<file path="src/rtl/core/spma_pkg.sv">
// ----------------------------------------------------------------------------
// spma_pkg
// Shared sizes, operation and status codes, and the control and status
// structs that pass between the controller and the datapath.
// ----------------------------------------------------------------------------
package spma_pkg;

    // list depth and derived widths
    localparam int MAX_TERMS = 32;
    localparam int IDX_W     = (MAX_TERMS > 1) ? $clog2(MAX_TERMS) : 1;
    localparam int CNT_W     = $clog2(MAX_TERMS + 1);

    // field widths
    localparam int OP_W   = 2;
    localparam int COEF_W = 16;
    localparam int EXP_W  = 16;
    localparam int SUM_W  = COEF_W + 1;
    localparam int STS_W  = 2;

    // operation codes
    localparam logic [OP_W-1:0] OP_APPEND_ONE = 2'd0;
    localparam logic [OP_W-1:0] OP_APPEND_TWO = 2'd1;
    localparam logic [OP_W-1:0] OP_ADD        = 2'd2;
    localparam logic [OP_W-1:0] OP_CLEAR      = 2'd3;

    // result status codes
    localparam logic [STS_W-1:0] ST_TERM  = 2'd0;
    localparam logic [STS_W-1:0] ST_EMPTY = 2'd1;
    localparam logic [STS_W-1:0] ST_FULL  = 2'd2;

    // commands from controller to datapath
    typedef struct packed {
        logic             append_one;
        logic             append_two;
        logic             clear;
        logic             start;
        logic             flag;
        logic [STS_W-1:0] flag_status;
        logic             emit;
    } t_cmd;

    // status from datapath to controller
    typedef struct packed {
        logic out_free;
        logic full_one;
        logic full_two;
        logic both_empty;
        logic merge_last;
    } t_sts;

endpackage

</file>
<file path="src/rtl/core/spma_ctrl.sv">
// ----------------------------------------------------------------------------
// spma_ctrl
// Controller: decodes each input item and steps the merge one term at a time.
// ----------------------------------------------------------------------------
module spma_ctrl (
    input  logic                     i_clk,
    input  logic                     i_rst_n,
    input  logic                     i_valid,
    input  logic [spma_pkg::OP_W-1:0] i_operation,
    input  spma_pkg::t_sts           i_sts,
    output logic                     o_ready,
    output spma_pkg::t_cmd           o_cmd
);
    import spma_pkg::*;

    localparam logic S_IDLE  = 1'b0;
    localparam logic S_MERGE = 1'b1;

    logic r_state;
    logic n_state;
    logic w_fire;

    // idle and the output slot can take a result
    assign o_ready = (r_state == S_IDLE) && i_sts.out_free;
    assign w_fire  = i_valid && o_ready;

    // next state and commands
    always_comb begin
        n_state           = r_state;
        o_cmd             = '0;
        o_cmd.flag_status = ST_TERM;
        unique case (r_state)
            S_IDLE: begin
                if (w_fire) begin
                    unique case (i_operation)
                        OP_APPEND_ONE: begin
                            if (i_sts.full_one) begin
                                o_cmd.flag        = 1'b1;
                                o_cmd.flag_status = ST_FULL;
                            end else begin
                                o_cmd.append_one = 1'b1;
                            end
                        end
                        OP_APPEND_TWO: begin
                            if (i_sts.full_two) begin
                                o_cmd.flag        = 1'b1;
                                o_cmd.flag_status = ST_FULL;
                            end else begin
                                o_cmd.append_two = 1'b1;
                            end
                        end
                        OP_ADD: begin
                            if (i_sts.both_empty) begin
                                o_cmd.flag        = 1'b1;
                                o_cmd.flag_status = ST_EMPTY;
                            end else begin
                                o_cmd.start = 1'b1;
                                n_state     = S_MERGE;
                            end
                        end
                        OP_CLEAR: begin
                            o_cmd.clear = 1'b1;
                        end
                        default: ;
                    endcase
                end
            end
            S_MERGE: begin
                if (i_sts.out_free) begin
                    o_cmd.emit = 1'b1;
                    if (i_sts.merge_last) begin
                        n_state = S_IDLE;
                    end
                end
            end
            default: n_state = S_IDLE;
        endcase
    end

    // state register
    always_ff @(posedge i_clk) begin
        if (!i_rst_n) begin
            r_state <= S_IDLE;
        end else begin
            r_state <= n_state;
        end
    end

endmodule

</file>
<file path="src/rtl/core/spma_dp.sv">
// ----------------------------------------------------------------------------
// spma_dp
// Datapath: term storage, counts, merge indices, head compare and the
// output register.
// ----------------------------------------------------------------------------
module spma_dp (
    input  logic                               i_clk,
    input  logic                               i_rst_n,
    input  spma_pkg::t_cmd                     i_cmd,
    input  logic signed [spma_pkg::COEF_W-1:0] i_coefficient,
    input  logic        [spma_pkg::EXP_W-1:0]  i_exponent,
    input  logic                               i_out_ready,
    output spma_pkg::t_sts                     o_sts,
    output logic                               o_valid,
    output logic        [spma_pkg::STS_W-1:0]  o_status,
    output logic signed [spma_pkg::SUM_W-1:0]  o_sum_coefficient,
    output logic        [spma_pkg::EXP_W-1:0]  o_sum_exponent,
    output logic                               o_last
);
    import spma_pkg::*;

    logic [COEF_W-1:0] r_coef_one [MAX_TERMS];
    logic [EXP_W-1:0]  r_exp_one  [MAX_TERMS];
    logic [COEF_W-1:0] r_coef_two [MAX_TERMS];
    logic [EXP_W-1:0]  r_exp_two  [MAX_TERMS];

    logic [CNT_W-1:0] r_cnt_one;
    logic [CNT_W-1:0] r_cnt_two;
    logic [CNT_W-1:0] r_idx_one;
    logic [CNT_W-1:0] r_idx_two;
    logic [CNT_W-1:0] n_idx_one;
    logic [CNT_W-1:0] n_idx_two;

    logic                    r_valid;
    logic [STS_W-1:0]        r_status;
    logic signed [SUM_W-1:0] r_coef;
    logic [EXP_W-1:0]        r_exp;
    logic                    r_last;

    logic [COEF_W-1:0]       w_c1;
    logic [COEF_W-1:0]       w_c2;
    logic [EXP_W-1:0]        w_e1;
    logic [EXP_W-1:0]        w_e2;
    logic                    w_have_one;
    logic                    w_have_two;
    logic                    w_take_one;
    logic                    w_take_two;
    logic signed [SUM_W-1:0] w_sum;
    logic [EXP_W-1:0]        w_exp;

    // term storage, no reset
    always_ff @(posedge i_clk) begin
        if (i_cmd.append_one) begin
            r_coef_one[r_cnt_one[IDX_W-1:0]] <= i_coefficient;
            r_exp_one[r_cnt_one[IDX_W-1:0]]  <= i_exponent;
        end
        if (i_cmd.append_two) begin
            r_coef_two[r_cnt_two[IDX_W-1:0]] <= i_coefficient;
            r_exp_two[r_cnt_two[IDX_W-1:0]]  <= i_exponent;
        end
    end

    // list heads
    assign w_c1 = r_coef_one[r_idx_one[IDX_W-1:0]];
    assign w_e1 = r_exp_one[r_idx_one[IDX_W-1:0]];
    assign w_c2 = r_coef_two[r_idx_two[IDX_W-1:0]];
    assign w_e2 = r_exp_two[r_idx_two[IDX_W-1:0]];

    // head compare: larger exponent first, ties take both
    assign w_have_one = r_idx_one < r_cnt_one;
    assign w_have_two = r_idx_two < r_cnt_two;
    assign w_take_one = w_have_one && (!w_have_two || (w_e1 >= w_e2));
    assign w_take_two = w_have_two && (!w_have_one || (w_e2 >= w_e1));

    assign w_sum = (w_take_one ? $signed({w_c1[COEF_W-1], w_c1}) : SUM_W'(0))
                 + (w_take_two ? $signed({w_c2[COEF_W-1], w_c2}) : SUM_W'(0));
    assign w_exp = w_take_one ? w_e1 : w_e2;

    assign n_idx_one = r_idx_one + CNT_W'(w_take_one);
    assign n_idx_two = r_idx_two + CNT_W'(w_take_two);

    // status to the controller
    assign o_sts.out_free   = !r_valid || i_out_ready;
    assign o_sts.full_one   = r_cnt_one == CNT_W'(MAX_TERMS);
    assign o_sts.full_two   = r_cnt_two == CNT_W'(MAX_TERMS);
    assign o_sts.both_empty = (r_cnt_one == '0) && (r_cnt_two == '0);
    assign o_sts.merge_last = (n_idx_one >= r_cnt_one) && (n_idx_two >= r_cnt_two);

    // counts and merge indices
    always_ff @(posedge i_clk) begin
        if (!i_rst_n) begin
            r_cnt_one <= '0;
            r_cnt_two <= '0;
            r_idx_one <= '0;
            r_idx_two <= '0;
        end else begin
            if (i_cmd.clear) begin
                r_cnt_one <= '0;
                r_cnt_two <= '0;
            end
            if (i_cmd.append_one) begin
                r_cnt_one <= r_cnt_one + CNT_W'(1);
            end
            if (i_cmd.append_two) begin
                r_cnt_two <= r_cnt_two + CNT_W'(1);
            end
            if (i_cmd.start) begin
                r_idx_one <= '0;
                r_idx_two <= '0;
            end else if (i_cmd.emit) begin
                r_idx_one <= n_idx_one;
                r_idx_two <= n_idx_two;
            end
        end
    end

    // output valid
    always_ff @(posedge i_clk) begin
        if (!i_rst_n) begin
            r_valid <= 1'b0;
        end else if (i_cmd.flag || i_cmd.emit) begin
            r_valid <= 1'b1;
        end else if (i_out_ready) begin
            r_valid <= 1'b0;
        end
    end

    // output payload
    always_ff @(posedge i_clk) begin
        if (i_cmd.flag) begin
            r_status <= i_cmd.flag_status;
            r_coef   <= '0;
            r_exp    <= '0;
            r_last   <= 1'b1;
        end else if (i_cmd.emit) begin
            r_status <= ST_TERM;
            r_coef   <= w_sum;
            r_exp    <= w_exp;
            r_last   <= o_sts.merge_last;
        end
    end

    assign o_valid           = r_valid;
    assign o_status          = r_status;
    assign o_sum_coefficient = r_coef;
    assign o_sum_exponent    = r_exp;
    assign o_last            = r_last;

endmodule

</file>
<file path="src/rtl/core/sparse_polynomial_merge_add.sv">
// ----------------------------------------------------------------------------
// sparse_polynomial_merge_add
// Two term lists with append, clear and a merge-add that streams the sum.
// ----------------------------------------------------------------------------
// Append and clear items are applied as they are taken; a dropped append or an
// empty add gives its result in the cycle after the item is taken.
// An add emits one merged term per cycle while i_ready holds; the start item
// moves the controller into its merge state, which then loads each term into
// the output register. There are n1 + n2 minus ties output terms, and the rate
// is set by the single head compare and index step of the merge loop.
// No new item is taken during a merge. Reset clears counts, indices, state
// and output valid; term storage is not cleared and needs no clearing pass.
module sparse_polynomial_merge_add (
    input  logic                               i_clk,
    input  logic                               i_rst_n,
    input  logic                               i_valid,
    output logic                               o_ready,
    input  logic        [spma_pkg::OP_W-1:0]   i_operation,
    input  logic signed [spma_pkg::COEF_W-1:0] i_coefficient,
    input  logic        [spma_pkg::EXP_W-1:0]  i_exponent,
    output logic                               o_valid,
    input  logic                               i_ready,
    output logic        [spma_pkg::STS_W-1:0]  o_status,
    output logic signed [spma_pkg::SUM_W-1:0]  o_sum_coefficient,
    output logic        [spma_pkg::EXP_W-1:0]  o_sum_exponent,
    output logic                               o_last
);
    import spma_pkg::*;

    t_cmd w_cmd;
    t_sts w_sts;

    // controller
    spma_ctrl u_ctrl (
        .i_clk       (i_clk),
        .i_rst_n     (i_rst_n),
        .i_valid     (i_valid),
        .i_operation (i_operation),
        .i_sts       (w_sts),
        .o_ready     (o_ready),
        .o_cmd       (w_cmd)
    );

    // datapath
    spma_dp u_dp (
        .i_clk             (i_clk),
        .i_rst_n           (i_rst_n),
        .i_cmd             (w_cmd),
        .i_coefficient     (i_coefficient),
        .i_exponent        (i_exponent),
        .i_out_ready       (i_ready),
        .o_sts             (w_sts),
        .o_valid           (o_valid),
        .o_status          (o_status),
        .o_sum_coefficient (o_sum_coefficient),
        .o_sum_exponent    (o_sum_exponent),
        .o_last            (o_last)
    );

    // a term is only loaded into a free output slot
    a_emit_free: assert property (@(posedge i_clk) disable iff (!i_rst_n)
        w_cmd.emit |-> w_sts.out_free)
        else $error("merge term loaded over a waiting item");

    // at most one command per cycle
    a_cmd_onehot: assert property (@(posedge i_clk) disable iff (!i_rst_n)
        $onehot0({w_cmd.append_one, w_cmd.append_two, w_cmd.clear,
                  w_cmd.start, w_cmd.flag, w_cmd.emit}))
        else $error("conflicting datapath commands");

    // the final merge term carries the last marker
    a_last_term: assert property (@(posedge i_clk) disable iff (!i_rst_n)
        (w_cmd.emit && w_sts.merge_last) |=> (o_valid && o_last))
        else $error("final merge term without last marker");

    // a flagged result is a single item with last set and zero payload
    a_flag_item: assert property (@(posedge i_clk) disable iff (!i_rst_n)
        w_cmd.flag |=> (o_valid && o_last && (o_sum_exponent == '0)))
        else $error("flagged result malformed");

endmodule
</file>
<file path="config.mk">
export PLATFORM = sky130hd
export DESIGN_NAME = sparse_polynomial_merge_add
export DESIGN_NICKNAME = d
export VERILOG_FILES = /design/src/rtl/core/spma_pkg.sv /design/src/rtl/core/spma_ctrl.sv /design/src/rtl/core/spma_dp.sv /design/src/rtl/core/sparse_polynomial_merge_add.sv
export SDC_FILE = /design/constraint.sdc
export NUM_CORES = 2
export LEC_CHECK = 0
export BUFFER_PORTS_ARGS = -buffer_cell sky130_fd_sc_hd__buf_4
export CAP_MARGIN = 20
export CORE_UTILIZATION = 68
export CTS_CLUSTER_SIZE = 12
export DETAILED_ROUTE_END_ITERATION = 8
export HOLD_SLACK_MARGIN = 0.02
export PLACE_DENSITY_LB_ADDON = 0.25
export SLEW_MARGIN = 20
export SYNTH_ARGS = -nofsm -noshare
export SYNTH_HDL_FRONTEND = slang
export SYNTH_HIERARCHICAL = 1
export SYNTH_SLANG_ARGS = --single-unit
</file>
<file path="constraint.sdc">
create_clock -name i_clk -period 16.1 [get_ports i_clk]
set_input_delay 1.61 -clock i_clk [delete_from_list [all_inputs] [get_ports i_clk]]
set_output_delay 1.61 -clock i_clk [all_outputs]
set_load 0.02 [all_outputs]
</file>
==> metrics <==
clock sink total=2120; Worst Path Arrival=9.25 ns; post-route insts no fill=5802; Post-synth top flop=edfxtp_1; cts bufs inserted=202; Comb power frac=0.019; flop2flop setup slack=7.56 ns; post-DP HPWL=105 mm; Layout area overhead=10.3%; CP Cell Sequence=buf_4 -> buf_12 -> mux4_2 -> a22oi_1 -> nand2_1 -> nor4_1 -> ha_1 -> nand4_1 -> nor4_1 -> inv_1 -> o2111ai_1 -> a31o_2 -> nor2_1 -> ha_1 -> fa_1 -> a21o_1 -> a21oi_1 -> a21oi_1 -> a31oi_1 -> o211a_1 -> xnor2_1 -> a22o_1; CTS max path bufs=3; Core ar.=120000 sq um; Hold Buf Count CTS=0; PortBufs=75; top post-synthesis cells by area=edfxtp_1 (74%), mux4_2 (14%), dfxtp_1 (1.7%); status=completed; Clk network pwr share=0.405; critical path endpoint=u_dp/o_sum_coefficient[12]$_SDFFE_PP0P_; Fill cells=6144; largest net degree at the start of global routing=148; syn_nets=4011; initial core utilization=0.688; Final Power=10.5 mW; setup bufs post-CTS=0; Post-Syn Area=82800 sq um; clock skew=0.0272 ns; synthesized flop and latch total=2120; Peak VDD IR=0.115 mV; Final setup viols=0; register area=63000 sq um; final core utilization=0.759; WHS Path Cells=2; RSZ-0062 raised after global routing=false; Avg WL per Cell=35.6 um; Internal Power=8.46 mW; Chip Width=351 um; FMAX=117 MHz; minimum clock period=8.54 ns; Synth warnings=6; final hold slack=0.524 ns; max-cap check violation count=0; Placed Area=85600 sq um; Yosys top cell area share=0.744; Max Fanout on Critical Path=147; clock insertion delay at the later pin of the skew report=0.82 ns; most frequent cells in the layout=edfxtp_1 (2050), mux4_2 (497), clkbuf_16 (206), buf_4 (166), mux2i_1 (110); Crit Path Category=flip-flop to flip-flop; ys async rst share=0; Diodes inserted=0; Critical R2R Capture=u_dp/o_sum_coefficient[12]$_SDFFE_PP0P_; footprint of the multi-input gates=19200 sq um; Pleak=27.7 nW; chip height=351 um; CP Launch Type=flip-flop; Total Routed Length=207 mm; Nets=4181; Final Cell Area=91300 sq um; Cell Pwr Density=115 nW/um^2; IO Pins=76; row count=127; Hold Crit Class=flip-flop to flip-flop; NetSw=2.08 mW; total track usage=0.345; Rel. slew slack=0.240; Remaining Overflow, GRT=0; gp weighted congestion=0.878; initial drt markers=6037; CTS tree=built; register area share after synthesis=0.760; layout cells sized above 1=0.250; total die area=123000 sq um; CP endpoint kind=flip-flop; Clock Tree Root=clkbuf_16; detailed-route vias per instance=7.28; worst slew pin tran=1.14 ns; clock-pin slew on the worst setup and hold paths=0.06 ns; Cells after Synth=3906; slowest stage delay, CP=0.92 ns; area leader, netlist=edfxtp_1; Setup WS pre-CTS=7.76 ns; ANT nets after route=0; post-CTS sizing=0; global-route wire length before repair=296 mm; Net Sw Frac=0.197; Reg2Reg Depth=22; vias in the first global route=42359; most common cell after layout, fill and taps aside=edfxtp_1; drt pass-1 iters=8; Fin Setup TNS=0 ns; number of flops mapped to enable cells by yosys=2050; Fin. Hold Viols=0; Tcrit/Tclk final=0.530; Distinct cells, synth=67; H-tree Lvls=4; PnR worst setup slack=7.56 ns; Flop pwr share=0.576; Worst Path Required=16.81 ns; slowest cell on the critical path=a31o_2; Final Max Tran Viols=0; placed instance count=5484; routed via count=42239; antenna violations before repair=4; Syn Area/Cell=21.2 sq um; DRC viols=0
[critical path: cells and delay by family (launching register included)]
kind | cells | cell delay (ns)
muxes | 1 | 0.45
DFF | 1 | 0.82
buffers and inverters | 3 | 1.59
and+or+nand+nor | 5 | 1.47
xor gates and xnor gates | 1 | 0.08
AOI/OAI and AO/OA | 9 | 2.85
adders and majority gates | 3 | 1.04
[worst min path at each step]
stage / startpoint / endpoint / slack (ns)
after floorplan: u_dp/r_idx_one[5]$_SDFFE_PP0P_ / u_dp/r_idx_one[5]$_SDFFE_PP0P_ / 0.49
after global placement: u_dp/o_sum_coefficient[9]$_SDFFE_PP0P_ / u_dp/o_sum_coefficient[9]$_SDFFE_PP0P_ / 0.50
after detailed placement: u_dp/o_sum_coefficient[5]$_SDFFE_PP0P_ / u_dp/o_sum_coefficient[5]$_SDFFE_PP0P_ / 0.50
after CTS: u_dp/o_sum_coefficient[14]$_SDFFE_PP0P_ / u_dp/o_sum_coefficient[14]$_SDFFE_PP0P_ / 0.52
after global routing: u_dp/o_sum_coefficient[14]$_SDFFE_PP0P_ / u_dp/o_sum_coefficient[14]$_SDFFE_PP0P_ / 0.55
final: u_dp/o_sum_coefficient[5]$_SDFFE_PP0P_ / u_dp/o_sum_coefficient[5]$_SDFFE_PP0P_ / 0.52
[power by group through the flow]
stage	Clock (mW)	Sequential (mW)	Combinational, mW
detailed placement	0	6.19	0.192
global route	4.49	6.07	0.208
floorplan	0	6.19	0.0544
CTS	4.31	6.07	0.194
finish	4.27	6.07	0.196
global placement	0	6.19	0.184
[logic make-up (layout without fill, tap and decap cells)]
family	after synthesis	after routing	synth area share
muxes	671	671	0.157
AOI/OAI and AO/OA	314	314	0.0265
buffers and inverters	236	520	0.0139
and+or+nand+nor	473	473	0.0290
DFF	2120	2120	0.760
xor gates and xnor gates	25	25	0.00264
adders and majority gates	67	67	0.0102
[area by class of cell]
type	count	share of cell area
repair buffers	169	0.0143
flip-flops and latches	2120	0.690
well taps	1612	0.0221
multi-input cells	1550	0.210
clock buffers	291	0.0603
clock inverters	27	0.00227
inverters	33	0.00136
[flip-flops by register name, summed over array words and instances (netlist names), 2 cells and up, named ones only]
signal                  count
u_dp/r_idx_one              6
u_dp/r_coef_one           512
u_dp/o_sum_coefficient     17
u_dp/o_sum_exponent        16
u_dp/r_exp_two            512
u_dp/o_status               2
u_dp/r_coef_two           512
u_dp/r_cnt_two              6
u_dp/r_cnt_one              6
u_dp/r_exp_one            512
u_dp/r_idx_two              6
[per-layer routing]
metal | share of wire | vias up | global-route usage
met4 | 0.043 | 4 | 0.144
li1 | - | 16564 | -
met5 | 0.00010 | - | 0
met2 | 0.48 | 3203 | 0.541
met1 | 0.35 | 21904 | 0.475
met3 | 0.12 | 564 | 0.0830
[Yosys cell counts, types with 5 or more instances]
library cell / count
nor3_1: 45
edfxtp_1: 2050
nor2b_1: 90
nand4_1: 13
ha_1: 66
dfxtp_1: 70
o31ai_1: 5
nand3_1: 48
xnor2_1: 12
buf_6: 11
a22o_1: 33
nor4_2: 6
nand2b_1: 10
mux2i_1: 110
o311ai_1: 14
a211oi_1: 49
mux2_2: 63
a21o_1: 12
a22oi_1: 49
buf_1: 14
and3_1: 6
a21oi_1: 60
mux4_2: 497
and2_1: 5
nor2_1: 140
a31oi_1: 6
nand2_1: 80
o21ai_0: 21
inv_1: 33
buf_4: 22
buf_2: 83
o22ai_1: 33
xor2_1: 13
nor4_1: 12
clkbuf_1: 73
No activity file was read; power rests on OpenSTA's default activity.
